==> config.mk <==
export PLATFORM = sky130hd
export DESIGN_NAME = utf8_to_utf16_stream_decoder_unit_flat
export DESIGN_NICKNAME = d
export VERILOG_FILES = /design/src/rtl/u2u_pkg.sv /design/src/rtl/u2u_req_if.sv /design/src/rtl/u2u_rsp_if.sv /design/src/rtl/u2u_step.sv /design/src/rtl/u2u_rsp_fifo.sv /design/src/rtl/utf8_to_utf16_stream_decoder_unit.sv /design/src/flat_wrapper.sv
export SDC_FILE = /design/constraint.sdc
export NUM_CORES = 1
export LEC_CHECK = 0
export BUFFER_PORTS_ARGS = -buffer_cell sky130_fd_sc_hd__buf_2
export CAP_MARGIN = 20
export CORE_UTILIZATION = 40
export CTS_CLUSTER_SIZE = 28
export DETAILED_ROUTE_END_ITERATION = 7
export GPL_TIMING_DRIVEN = 0
export PLACE_DENSITY_LB_ADDON = 0.15
export SLEW_MARGIN = 20
export SYNTH_ARGS = -nofsm -noshare
export SYNTH_HDL_FRONTEND = slang
export SYNTH_SLANG_ARGS = --single-unit
export TNS_END_PERCENT = 20
==> constraint.sdc <==
create_clock -name clock -period 8.7 [get_ports clock]
set_clock_uncertainty 0.1 [all_clocks]
set_input_delay 1.74 -clock clock [delete_from_list [all_inputs] [get_ports clock]]
set_output_delay 1.74 -clock clock [all_outputs]
set_load 0.05 [all_outputs]
==> src/rtl/u2u_pkg.sv <==
// ----------------------------------------------------------------------------
// u2u_pkg
// Shared types, constants and lookup functions for the UTF-8 to UTF-16
// stream decoder: byte classes, DFA states, result kinds and the result item.
// ----------------------------------------------------------------------------
package u2u_pkg;

   localparam int DEF_OFFSET_WIDTH = 32;
   localparam int BYTE_W           = 8;
   localparam int ACC_W            = 21;
   localparam int UNIT_W           = 16;
   localparam int OUT_OFF_W        = 32;
   localparam int MAX_RESULTS      = 3;
   localparam int RES_CNT_W        = 2;
   localparam int FIFO_DEPTH       = 4;

   localparam logic [UNIT_W-1:0] HI_SURR_BASE = 16'hD7C0;
   localparam logic [UNIT_W-1:0] LO_SURR_BASE = 16'hDC00;

   typedef enum logic [1:0] {
      KIND_UNIT           = 2'd0,
      KIND_END_OK         = 2'd1,
      KIND_END_INCOMPLETE = 2'd2,
      KIND_REJECT         = 2'd3
   } kind_type;

   typedef enum logic [3:0] {
      DFA_ACCEPT = 4'd0,
      DFA_REJECT = 4'd1,
      DFA_NEED1  = 4'd2,   // one continuation byte left
      DFA_NEED2  = 4'd3,   // two continuation bytes left
      DFA_AFT_E0 = 4'd4,
      DFA_AFT_ED = 4'd5,
      DFA_AFT_F0 = 4'd6,
      DFA_AFT_F1 = 4'd7,   // after F1..F3
      DFA_AFT_F4 = 4'd8
   } dfa_type;

   typedef enum logic [3:0] {
      CLS_ASCII   = 4'd0,
      CLS_CONT_80 = 4'd1,
      CLS_LEAD2   = 4'd2,
      CLS_LEAD3   = 4'd3,
      CLS_ED      = 4'd4,
      CLS_F4      = 4'd5,
      CLS_LEAD4   = 4'd6,
      CLS_CONT_A0 = 4'd7,
      CLS_INVALID = 4'd8,
      CLS_CONT_90 = 4'd9,
      CLS_E0      = 4'd10,
      CLS_F0      = 4'd11
   } cls_type;

   typedef struct packed {
      logic [UNIT_W-1:0]    code_unit;
      kind_type             kind;
      logic [OUT_OFF_W-1:0] resume;
      logic [OUT_OFF_W-1:0] units;
      logic                 last;
   } rsp_item_type;

   typedef struct packed {
      dfa_type              dfa;
      logic [ACC_W-1:0]     acc;
      logic                 stop;
      logic                 rearm;
      logic [RES_CNT_W-1:0] n_results;
   } step_ctl_type;

   function automatic cls_type byte_class(logic [BYTE_W-1:0] b);
      cls_type c;
      priority if (b < 8'h80) c = CLS_ASCII;
      else if (b < 8'h90)     c = CLS_CONT_80;
      else if (b < 8'hA0)     c = CLS_CONT_90;
      else if (b < 8'hC0)     c = CLS_CONT_A0;
      else if (b < 8'hC2)     c = CLS_INVALID;
      else if (b < 8'hE0)     c = CLS_LEAD2;
      else if (b == 8'hE0)    c = CLS_E0;
      else if (b == 8'hED)    c = CLS_ED;
      else if (b < 8'hF0)     c = CLS_LEAD3;
      else if (b == 8'hF0)    c = CLS_F0;
      else if (b < 8'hF4)     c = CLS_LEAD4;
      else if (b == 8'hF4)    c = CLS_F4;
      else                    c = CLS_INVALID;
      return c;
   endfunction

   function automatic dfa_type dfa_next(dfa_type st, cls_type cls);
      logic    cont_any;
      dfa_type n;
      cont_any = (cls == CLS_CONT_80) || (cls == CLS_CONT_90) || (cls == CLS_CONT_A0);
      n = DFA_REJECT;
      unique case (st)
         DFA_ACCEPT: begin
            unique case (cls)
               CLS_ASCII: n = DFA_ACCEPT;
               CLS_LEAD2: n = DFA_NEED1;
               CLS_LEAD3: n = DFA_NEED2;
               CLS_ED:    n = DFA_AFT_ED;
               CLS_F4:    n = DFA_AFT_F4;
               CLS_LEAD4: n = DFA_AFT_F1;
               CLS_E0:    n = DFA_AFT_E0;
               CLS_F0:    n = DFA_AFT_F0;
               default:   n = DFA_REJECT;
            endcase
         end
         DFA_NEED1:  n = cont_any ? DFA_ACCEPT : DFA_REJECT;
         DFA_NEED2:  n = cont_any ? DFA_NEED1 : DFA_REJECT;
         DFA_AFT_E0: n = (cls == CLS_CONT_A0) ? DFA_NEED1 : DFA_REJECT;
         DFA_AFT_ED: n = (cls == CLS_CONT_80 || cls == CLS_CONT_90) ? DFA_NEED1 : DFA_REJECT;
         DFA_AFT_F0: n = (cls == CLS_CONT_90 || cls == CLS_CONT_A0) ? DFA_NEED2 : DFA_REJECT;
         DFA_AFT_F1: n = cont_any ? DFA_NEED2 : DFA_REJECT;
         DFA_AFT_F4: n = (cls == CLS_CONT_80) ? DFA_NEED2 : DFA_REJECT;
         default:    n = DFA_REJECT;
      endcase
      return n;
   endfunction

endpackage

==> src/rtl/u2u_req_if.sv <==
// ----------------------------------------------------------------------------
// u2u_req_if
// Source byte channel: valid/ready handshake with one UTF-8 byte and a
// last-of-buffer flag per transaction.
// ----------------------------------------------------------------------------
interface u2u_req_if;
   logic                        valid;
   logic                        ready;
   logic [u2u_pkg::BYTE_W-1:0]  data_byte;
   logic                        is_last;

   modport source (output valid, output data_byte, output is_last, input ready);
   modport sink   (input valid, input data_byte, input is_last, output ready);
endinterface

==> src/rtl/u2u_rsp_if.sv <==
// ----------------------------------------------------------------------------
// u2u_rsp_if
// Result channel: valid/ready handshake carrying one UTF-16 code unit or an
// end/reject status per transaction.
// ----------------------------------------------------------------------------
interface u2u_rsp_if;
   logic                           valid;
   logic                           ready;
   logic [u2u_pkg::UNIT_W-1:0]     code_unit;
   logic [1:0]                     result_kind;
   logic [u2u_pkg::OUT_OFF_W-1:0]  resume_offset;
   logic [u2u_pkg::OUT_OFF_W-1:0]  units_written;
   logic                           last_of_run;

   modport source (output valid, output code_unit, output result_kind,
                   output resume_offset, output units_written, output last_of_run,
                   input ready);
   modport sink   (input valid, input code_unit, input result_kind,
                   input resume_offset, input units_written, input last_of_run,
                   output ready);
endinterface

==> src/rtl/u2u_step.sv <==
// ----------------------------------------------------------------------------
// u2u_step
// One DFA step: classifies the byte, advances state and accumulator, and
// builds up to three result items (code units, surrogate pair, end status).
// ----------------------------------------------------------------------------
module u2u_step #(
   parameter int OFFSET_WIDTH = u2u_pkg::DEF_OFFSET_WIDTH
) (
   input  u2u_pkg::dfa_type                                   dfa,
   input  logic [u2u_pkg::ACC_W-1:0]                          acc,
   input  logic [OFFSET_WIDTH-1:0]                            src_cnt,
   input  logic [OFFSET_WIDTH-1:0]                            unit_cnt,
   input  logic [u2u_pkg::BYTE_W-1:0]                         data_byte,
   input  logic                                               is_last,
   output u2u_pkg::step_ctl_type                              ctl,
   output logic [OFFSET_WIDTH-1:0]                            src_cnt_next,
   output logic [OFFSET_WIDTH-1:0]                            unit_cnt_next,
   output u2u_pkg::rsp_item_type [u2u_pkg::MAX_RESULTS-1:0]   results
);
   import u2u_pkg::*;

   cls_type              cls;
   logic [ACC_W-1:0]     acc_nx;
   dfa_type              dfa_nx;
   logic                 is_pair;
   logic                 done;
   logic [1:0]           emitted;
   logic [UNIT_W-1:0]    unit0;
   logic [UNIT_W-1:0]    unit1;
   rsp_item_type         end_item;
   rsp_item_type         unit_item0;
   rsp_item_type         unit_item1;
   logic [RES_CNT_W-1:0] n_res;

   always_comb begin
      cls = byte_class(data_byte);
      if (dfa != DFA_ACCEPT) begin
         acc_nx = {acc[ACC_W-7:0], data_byte[5:0]};
      end else begin
         acc_nx = ACC_W'((8'hFF >> cls) & data_byte);
      end
      dfa_nx       = dfa_next(dfa, cls);
      src_cnt_next = src_cnt + OFFSET_WIDTH'(1);

      done    = (dfa_nx == DFA_ACCEPT);
      is_pair = (acc_nx[ACC_W-1:UNIT_W] != '0);
      emitted = done ? (is_pair ? 2'd2 : 2'd1) : 2'd0;
      unit_cnt_next = unit_cnt + OFFSET_WIDTH'(emitted);

      // surrogate pair: high = D7C0 + cp[20:10], low = DC00 + cp[9:0]
      unit0 = is_pair ? HI_SURR_BASE + UNIT_W'(acc_nx[ACC_W-1:10]) : acc_nx[UNIT_W-1:0];
      unit1 = LO_SURR_BASE + UNIT_W'(acc_nx[9:0]);

      unit_item0           = '0;
      unit_item0.kind      = KIND_UNIT;
      unit_item0.code_unit = unit0;
      unit_item1           = '0;
      unit_item1.kind      = KIND_UNIT;
      unit_item1.code_unit = unit1;

      end_item       = '0;
      end_item.kind  = done ? KIND_END_OK : KIND_END_INCOMPLETE;
      end_item.resume = done ? OUT_OFF_W'(src_cnt_next) : OUT_OFF_W'(src_cnt);
      end_item.units = OUT_OFF_W'(unit_cnt_next);

      ctl     = '0;
      ctl.dfa = dfa_nx;
      ctl.acc = acc_nx;

      if (dfa_nx == DFA_REJECT) begin
         results[0]        = '0;
         results[0].kind   = KIND_REJECT;
         results[0].resume = OUT_OFF_W'(src_cnt);
         results[0].units  = OUT_OFF_W'(unit_cnt);
         results[1]        = '0;
         results[2]        = '0;
         n_res             = RES_CNT_W'(1);
         ctl.rearm         = is_last;
         ctl.stop          = !is_last;
      end else begin
         results[0] = done ? unit_item0 : end_item;
         results[1] = is_pair ? unit_item1 : end_item;
         results[2] = end_item;
         n_res      = RES_CNT_W'(emitted) + RES_CNT_W'(is_last);
         ctl.rearm  = is_last;
      end
      ctl.n_results = n_res;

      for (int i = 0; i < MAX_RESULTS; i++) begin
         results[i].last = (RES_CNT_W'(i + 1) == n_res);
      end
   end

endmodule

==> src/rtl/u2u_rsp_fifo.sv <==
// ----------------------------------------------------------------------------
// u2u_rsp_fifo
// Small result queue: takes up to three items per cycle from the step logic
// and hands them out one per transaction on the result channel.
// ----------------------------------------------------------------------------
module u2u_rsp_fifo (
   input  logic                                               clock,
   input  logic                                               reset,
   input  logic [u2u_pkg::RES_CNT_W-1:0]                      push_cnt,
   input  u2u_pkg::rsp_item_type [u2u_pkg::MAX_RESULTS-1:0]   push_items,
   output logic                                               room_ok,
   u2u_rsp_if.source                                          rsp_bus
);
   import u2u_pkg::*;

   localparam int PTR_W = $clog2(FIFO_DEPTH);
   localparam int CNT_W = $clog2(FIFO_DEPTH + 1);

   rsp_item_type     mem_ff [FIFO_DEPTH];
   logic [PTR_W-1:0] wr_ptr_ff, wr_ptr_in;
   logic [PTR_W-1:0] rd_ptr_ff, rd_ptr_in;
   logic [CNT_W-1:0] count_ff, count_in;
   logic             pop;
   rsp_item_type     head;

   always_comb begin
      pop       = (count_ff != '0) && rsp_bus.ready;
      // room for a full burst once this cycle's pop is counted
      room_ok   = count_ff <= CNT_W'(FIFO_DEPTH - MAX_RESULTS) + CNT_W'(pop);
      wr_ptr_in = wr_ptr_ff + PTR_W'(push_cnt);
      rd_ptr_in = rd_ptr_ff + PTR_W'(pop);
      count_in  = count_ff + CNT_W'(push_cnt) - CNT_W'(pop);
      head      = mem_ff[rd_ptr_ff];
   end

   always_ff @(posedge clock) begin
      if (reset) begin
         wr_ptr_ff <= '0;
         rd_ptr_ff <= '0;
         count_ff  <= '0;
      end else begin
         wr_ptr_ff <= wr_ptr_in;
         rd_ptr_ff <= rd_ptr_in;
         count_ff  <= count_in;
      end
   end

   always_ff @(posedge clock) begin
      for (int i = 0; i < MAX_RESULTS; i++) begin
         if (RES_CNT_W'(i) < push_cnt) begin
            mem_ff[PTR_W'(wr_ptr_ff + PTR_W'(i))] <= push_items[i];
         end
      end
   end

   assign rsp_bus.valid         = (count_ff != '0);
   assign rsp_bus.code_unit     = head.code_unit;
   assign rsp_bus.result_kind   = head.kind;
   assign rsp_bus.resume_offset = head.resume;
   assign rsp_bus.units_written = head.units;
   assign rsp_bus.last_of_run   = head.last;

endmodule

==> src/rtl/utf8_to_utf16_stream_decoder_unit.sv <==
// ----------------------------------------------------------------------------
// utf8_to_utf16_stream_decoder_unit
// UTF-8 to UTF-16 stream decoder: validating DFA per byte, code point
// accumulation, surrogate pairs, end and reject reporting.
// ----------------------------------------------------------------------------
// Path: an accepted byte is held in the input register, then decoded and
//   written into the result queue once it has room; results leave from there.
// Throughput: one byte per cycle while the queue has room; the 4-entry result
//   queue drains one result per cycle while the channel is ready, and a byte
//   waits for three free slots, counting a slot read out in the same cycle.
// Reset: synchronous; DFA to accept, counts to zero, start offset to zero.
// ----------------------------------------------------------------------------
module utf8_to_utf16_stream_decoder_unit #(
   parameter int OFFSET_WIDTH = u2u_pkg::DEF_OFFSET_WIDTH
) (
   input  logic                              clock,
   input  logic                              reset,
   u2u_req_if.sink                           req_bus,
   u2u_rsp_if.source                         rsp_bus,
   input  logic                              csr_we,
   input  logic [u2u_pkg::OUT_OFF_W-1:0]     csr_wdata
);
   import u2u_pkg::*;

   // input register
   logic                    in_valid_ff, in_valid_in;
   logic [BYTE_W-1:0]       in_byte_ff;
   logic                    in_last_ff;

   // decoder state
   dfa_type                 dfa_ff, dfa_in;
   logic [ACC_W-1:0]        acc_ff, acc_in;
   logic                    stopped_ff, stopped_in;
   logic                    run_active_ff, run_active_in;
   logic [OFFSET_WIDTH-1:0] src_cnt_ff, src_cnt_in;
   logic [OFFSET_WIDTH-1:0] unit_cnt_ff, unit_cnt_in;
   logic [OUT_OFF_W-1:0]    start_ff;

   step_ctl_type                        ctl;
   logic [OFFSET_WIDTH-1:0]             src_cnt_step;
   logic [OFFSET_WIDTH-1:0]             unit_cnt_step;
   rsp_item_type [MAX_RESULTS-1:0]      results;
   logic                                room_ok;
   logic                                proc;
   logic                                rearm;
   logic [RES_CNT_W-1:0]                push_cnt;

   u2u_step #(
      .OFFSET_WIDTH (OFFSET_WIDTH)
   ) u_step (
      .dfa           (dfa_ff),
      .acc           (acc_ff),
      .src_cnt       (src_cnt_ff),
      .unit_cnt      (unit_cnt_ff),
      .data_byte     (in_byte_ff),
      .is_last       (in_last_ff),
      .ctl           (ctl),
      .src_cnt_next  (src_cnt_step),
      .unit_cnt_next (unit_cnt_step),
      .results       (results)
   );

   u2u_rsp_fifo u_fifo (
      .clock      (clock),
      .reset      (reset),
      .push_cnt   (push_cnt),
      .push_items (results),
      .room_ok    (room_ok),
      .rsp_bus    (rsp_bus)
   );

   always_comb begin
      proc          = in_valid_ff && room_ok;
      req_bus.ready = !in_valid_ff || proc;
      in_valid_in   = req_bus.valid || (in_valid_ff && !proc);

      // bytes after a reject are dropped; the last one re-arms
      push_cnt = (proc && !stopped_ff) ? ctl.n_results : '0;
      rearm    = proc && (stopped_ff ? in_last_ff : ctl.rearm);

      dfa_in        = dfa_ff;
      acc_in        = acc_ff;
      stopped_in    = stopped_ff;
      run_active_in = run_active_ff;
      src_cnt_in    = src_cnt_ff;
      unit_cnt_in   = unit_cnt_ff;

      if (proc && !stopped_ff) begin
         dfa_in        = ctl.dfa;
         acc_in        = ctl.acc;
         stopped_in    = ctl.stop;
         run_active_in = 1'b1;
         src_cnt_in    = src_cnt_step;
         unit_cnt_in   = unit_cnt_step;
      end
      if (rearm) begin
         dfa_in        = DFA_ACCEPT;
         acc_in        = '0;
         stopped_in    = 1'b0;
         run_active_in = 1'b0;
         src_cnt_in    = '0;
         unit_cnt_in   = OFFSET_WIDTH'(start_ff);
      end
      if (csr_we && !run_active_ff) begin
         unit_cnt_in = OFFSET_WIDTH'(csr_wdata);
      end
   end

   always_ff @(posedge clock) begin
      if (reset) begin
         in_valid_ff   <= 1'b0;
         dfa_ff        <= DFA_ACCEPT;
         acc_ff        <= '0;
         stopped_ff    <= 1'b0;
         run_active_ff <= 1'b0;
         src_cnt_ff    <= '0;
         unit_cnt_ff   <= '0;
         start_ff      <= '0;
      end else begin
         in_valid_ff   <= in_valid_in;
         dfa_ff        <= dfa_in;
         acc_ff        <= acc_in;
         stopped_ff    <= stopped_in;
         run_active_ff <= run_active_in;
         src_cnt_ff    <= src_cnt_in;
         unit_cnt_ff   <= unit_cnt_in;
         if (csr_we) begin
            start_ff <= csr_wdata;
         end
      end
   end

   always_ff @(posedge clock) begin
      if (req_bus.valid && req_bus.ready) begin
         in_byte_ff <= req_bus.data_byte;
         in_last_ff <= req_bus.is_last;
      end
   end

endmodule
==> src/flat_wrapper.sv <==
// flat-port wrapper written by rule: the top's interface ports become plain ports
module utf8_to_utf16_stream_decoder_unit_flat import u2u_pkg::*;
#(
   parameter int OFFSET_WIDTH = u2u_pkg::DEF_OFFSET_WIDTH
)
  (clock, reset, csr_we, csr_wdata, req_bus_valid, req_bus_data_byte, req_bus_is_last, req_bus_ready, rsp_bus_valid, rsp_bus_code_unit, rsp_bus_result_kind, rsp_bus_resume_offset, rsp_bus_units_written, rsp_bus_last_of_run, rsp_bus_ready);
  u2u_req_if req_bus_i ();
  u2u_rsp_if rsp_bus_i ();
  input  logic clock;
  input  logic reset;
  input  logic csr_we;
  input  logic [u2u_pkg::OUT_OFF_W-1:0] csr_wdata;
  input wire logic [$bits(req_bus_i.valid)-1:0] req_bus_valid;
  input wire logic [$bits(req_bus_i.data_byte)-1:0] req_bus_data_byte;
  input wire logic [$bits(req_bus_i.is_last)-1:0] req_bus_is_last;
  output wire logic [$bits(req_bus_i.ready)-1:0] req_bus_ready;
  output wire logic [$bits(rsp_bus_i.valid)-1:0] rsp_bus_valid;
  output wire logic [$bits(rsp_bus_i.code_unit)-1:0] rsp_bus_code_unit;
  output wire logic [$bits(rsp_bus_i.result_kind)-1:0] rsp_bus_result_kind;
  output wire logic [$bits(rsp_bus_i.resume_offset)-1:0] rsp_bus_resume_offset;
  output wire logic [$bits(rsp_bus_i.units_written)-1:0] rsp_bus_units_written;
  output wire logic [$bits(rsp_bus_i.last_of_run)-1:0] rsp_bus_last_of_run;
  input wire logic [$bits(rsp_bus_i.ready)-1:0] rsp_bus_ready;
  assign req_bus_i.valid = req_bus_valid;
  assign req_bus_i.data_byte = req_bus_data_byte;
  assign req_bus_i.is_last = req_bus_is_last;
  assign req_bus_ready = req_bus_i.ready;
  assign rsp_bus_valid = rsp_bus_i.valid;
  assign rsp_bus_code_unit = rsp_bus_i.code_unit;
  assign rsp_bus_result_kind = rsp_bus_i.result_kind;
  assign rsp_bus_resume_offset = rsp_bus_i.resume_offset;
  assign rsp_bus_units_written = rsp_bus_i.units_written;
  assign rsp_bus_last_of_run = rsp_bus_i.last_of_run;
  assign rsp_bus_i.ready = rsp_bus_ready;
  utf8_to_utf16_stream_decoder_unit #(.OFFSET_WIDTH(OFFSET_WIDTH)) u_core (.clock(clock), .reset(reset), .req_bus(req_bus_i), .rsp_bus(rsp_bus_i), .csr_we(csr_we), .csr_wdata(csr_wdata));
endmodule
==> summary.md <==
| Metric | Value |
|---|---|
| Filler Cells Inserted | 5715 |
| Final non-filler cell total | 3347 |
| Die Ht | 249 um |
| Nets | 2582 |
| Final worst slack | 449 ps |
| CP endpoint kind | flop |
| Core Region | 0.0604 mm^2 |
| Hold WS | 368 ps |
| Remaining DRCs | 1 |
| Synth area leader | edfxtp_1 |
| Worst-Margin Slew | 1150 ps |
| Post-synth top cells | edfxtp_1, nor2_1, nand2_1 |
| Dominant synthesized flop cell | edfxtp_1 |
| Distinct cells, synth | 89 |
| Post-synth EDFFs | 277 |
| Final GP Congestion | 0.926 |
| Relative slew slack | 23.0% |
| Per-cell routed wire length | 26.6 um |
| Vias | 21000 |
| Crit path arrival time | 8500 ps |
| I/O pin total | 131 |
| Leakage | 9.36 nW |
| Hold Buf Count CTS | 0 |
| Final Hold Fails | 0 |
| Die area | 0.0620 mm^2 |
| Syn Inst Count | 2333 |
| Initial antenna violation count | 2 |
| Clock Latency Late Sink | 630 ps |
| Clk pin slew, worst setup/hold paths | 60 ps |
| Root Driver | clkbuf_16 |
| CP max FO | 35 |
| WL final | 88900 um |
| Post-Place Cells | 3248 |
| Depth of the CTS H-tree | 2 |
| FMAX | 121 MHz |
| Worst EP required | 8950 ps |
| GRT Residual Overflow | 0 |
| First drt pass iteration count | 8 |
| Post-synth top area share | 34.1% |
| Clock tree buffer depth | 3 |
| Clock power frac | 28.3% |
| CTS tree | done |
| Max-Cap Viols | 0 |
| Async SR Flop Fraction | 0% |
| Sequential share of power | 33.2% |
| Tot GR Track Use | 28.2% |
| RSZ-0062 raised after global routing | false |
| FF+latch count, synth | 466 |
| Drt first-iter violations | 2372 |
| R2R setup slack | 450 ps |
| Die X | 249 um |
| Synth Area per Inst | 10.5 um^2 |
| Area grow syn2layout | 14.7% |
| Clock sinks | 466 |
| Crit path kind | reg2reg |
| Crit path launch type | flop |
| Final ANT Viol Nets | 0 |
| Failing checks | design-rule violations |
| Net switching power | 0.00345 W |
| Comb power frac | 38.5% |
| Post-synthesis net count | 2394 |
| Power density cells | 295 mW/mm^2 |
| Post-CTS sizing | 0 |
| Sw frac | 41.7% |
| Final Cycle Share | 94.8% |
| Vias in the first global route | 20400 |
| Row cnt | 90 |
| I/O Buffers | 128 |
| # diodes | 0 |
| Worst hold path class | reg2reg |
| Peak supply drop | 0.184 mV |
| Setup Fix Bufs, Post-CTS | 0 |
| Largest net degree at the start of global routing | 59 |
| Final min period | 8250 ps |
| Mapped cell area | 0.0244 mm^2 |
| Final HPWL DP | 62000 um |
| Slew Viols, Final | 0 |
| Yosys warning count | 0 |
| Via density per instance | 6.28 |
| Ranking of synthesized cells by area | edfxtp_1, dfxtp_1, mux4_2, nor2_1, a21oi_1 |
| Pre-CTS WS | 577 ps |
| Power Internal | 0.00482 W |
| Register area share after synthesis | 49.6% |
| Setup violators final | 0 |
| Ratio of cells with drive above 1 in the final layout | 15.0% |
| Top-count cell post-synth | edfxtp_1 |
| CTS Buf Count | 53 |
| Initial core utilization | 40.4% |
| Outcome | finished with violations |
| First-pass GRT wire length | 132000 um |
| Power Total | 0.00827 W |
[sequential cells by signal (all words and copies together), names as in the netlist]
register,flops
u_core.acc_ff,15
u_core.u_fifo.mem_ff,332
u_core.src_cnt_ff,32
u_core.stopped_ff,1
u_core.u_fifo.rd_ptr_ff,2
u_core.in_valid_ff,1
u_core.start_ff,32
u_core.dfa_ff,4
u_core.in_byte_ff,8
u_core.unit_cnt_ff,32
u_core.u_fifo.wr_ptr_ff,2
u_core.u_fifo.count_ff,3
u_core.run_active_ff,1
u_core.in_last_ff,1
[worst paths after layout]
| check | depth (start not counted) | startpoint | endpoint |
|---|---|---|---|
| max reg2reg | 22 | u_core.in_byte_ff[1] | u_core.u_fifo.mem_ff[0][43] |
| max | 22 | u_core.in_byte_ff[1] | u_core.u_fifo.mem_ff[0][43] |
| min reg2reg | 2 | u_core.u_fifo.mem_ff[0][81] | u_core.u_fifo.mem_ff[0][81] |
| min | 2 | u_core.u_fifo.mem_ff[0][81] | u_core.u_fifo.mem_ff[0][81] |
[metal layers]
metal | part of all wire [%] | track usage (%) | routed length, um | vias up
met5 | 0 | 0 | 0 | -
met4 | 2.9 | 8.80 | 2600 | 0
met3 | 8.1 | 5.01 | 7160 | 152
met2 | 47 | 46.2 | 41900 | 989
met1 | 42 | 37.9 | 37200 | 10600
li1 | - | - | - | 9293
[critical path: stages, from the launching register on]
cell and delay [ps]:
edfxtp_1 420, buf_2 200, a2111o_1 400, a221o_1 340, a221oi_4 360, o22ai_1 210
or2_0 230, buf_2 210, nor3_4 380, inv_2 120, buf_2 260, buf_1 400
nor2_1 430, ha_1 220, clkbuf_1 420, clkinv_1 470, nor2_1 340, nand4_1 170
a21oi_2 370, nor2_1 290, nor2_1 670, nand2_4 540, buf_16 390
[kinds of logic after synthesis]
group                    after synthesis  share of synthesized area, %
multiplexers                         132                          9.69
buffers and inverters                252                          4.15
flip-flops                           466                          49.6
adder cells (fa/ha/maj)               15                         0.831
AO/OA/AOI/OAI                        704                          20.1
XOR/XNOR                              54                          1.94
AND/OR/NAND/NOR                      710                          13.7
[stage by stage]
stage	instance area [um^2]	util (%)	TNS, ps
CTS	28000	46.3	0
global placement	26000	43.1	-379240
floorplan	24400	-	0
detailed placement	26200	43.4	0
global route	28000	46.4	0
finish	28000	46.4	0
[placed cells by master (no fill, tap or decap), types with 24 or more instances in the layout]
master / count
edfxtp_1: 277
nor2_1: 227
nand2_1: 190
dfxtp_1: 189
a21oi_1: 167
buf_2: 166
clkbuf_1: 161
o21ai_0: 124
mux4_2: 83
nand3_1: 73
o2bb2ai_1: 73
a21o_1: 68
clkbuf_16: 53
mux2i_1: 45
nor3_1: 41
a22o_1: 38
xnor2_1: 36
or3_1: 34
inv_1: 29
o22ai_1: 27
buf_1: 24
[cell type report]
cell class	count	area, um^2	share of cell area, %
Tap cell	782	978	3.50
Inverter	34	143	0.510
Multi-Input combinational cell	1615	11300	40.5
Timing Repair Buffer	133	758	2.71
Buffer	218	891	3.18
Clock inverter	33	407	1.45
Sequential cell	466	12100	43.2
Clock buffer	66	1390	4.95
[power groups by stage]
stage	Combinational [W]	Sequential [W]	Clock [W]
detailed placement	0.00314	0.00279	0
floorplan	0.00212	0.00275	0
global placement	0.00309	0.00280	0
global route	0.00332	0.00277	0.00246
CTS	0.00315	0.00274	0.00237
finish	0.00318	0.00274	0.00234
Power figures use the tool's default switching activity.
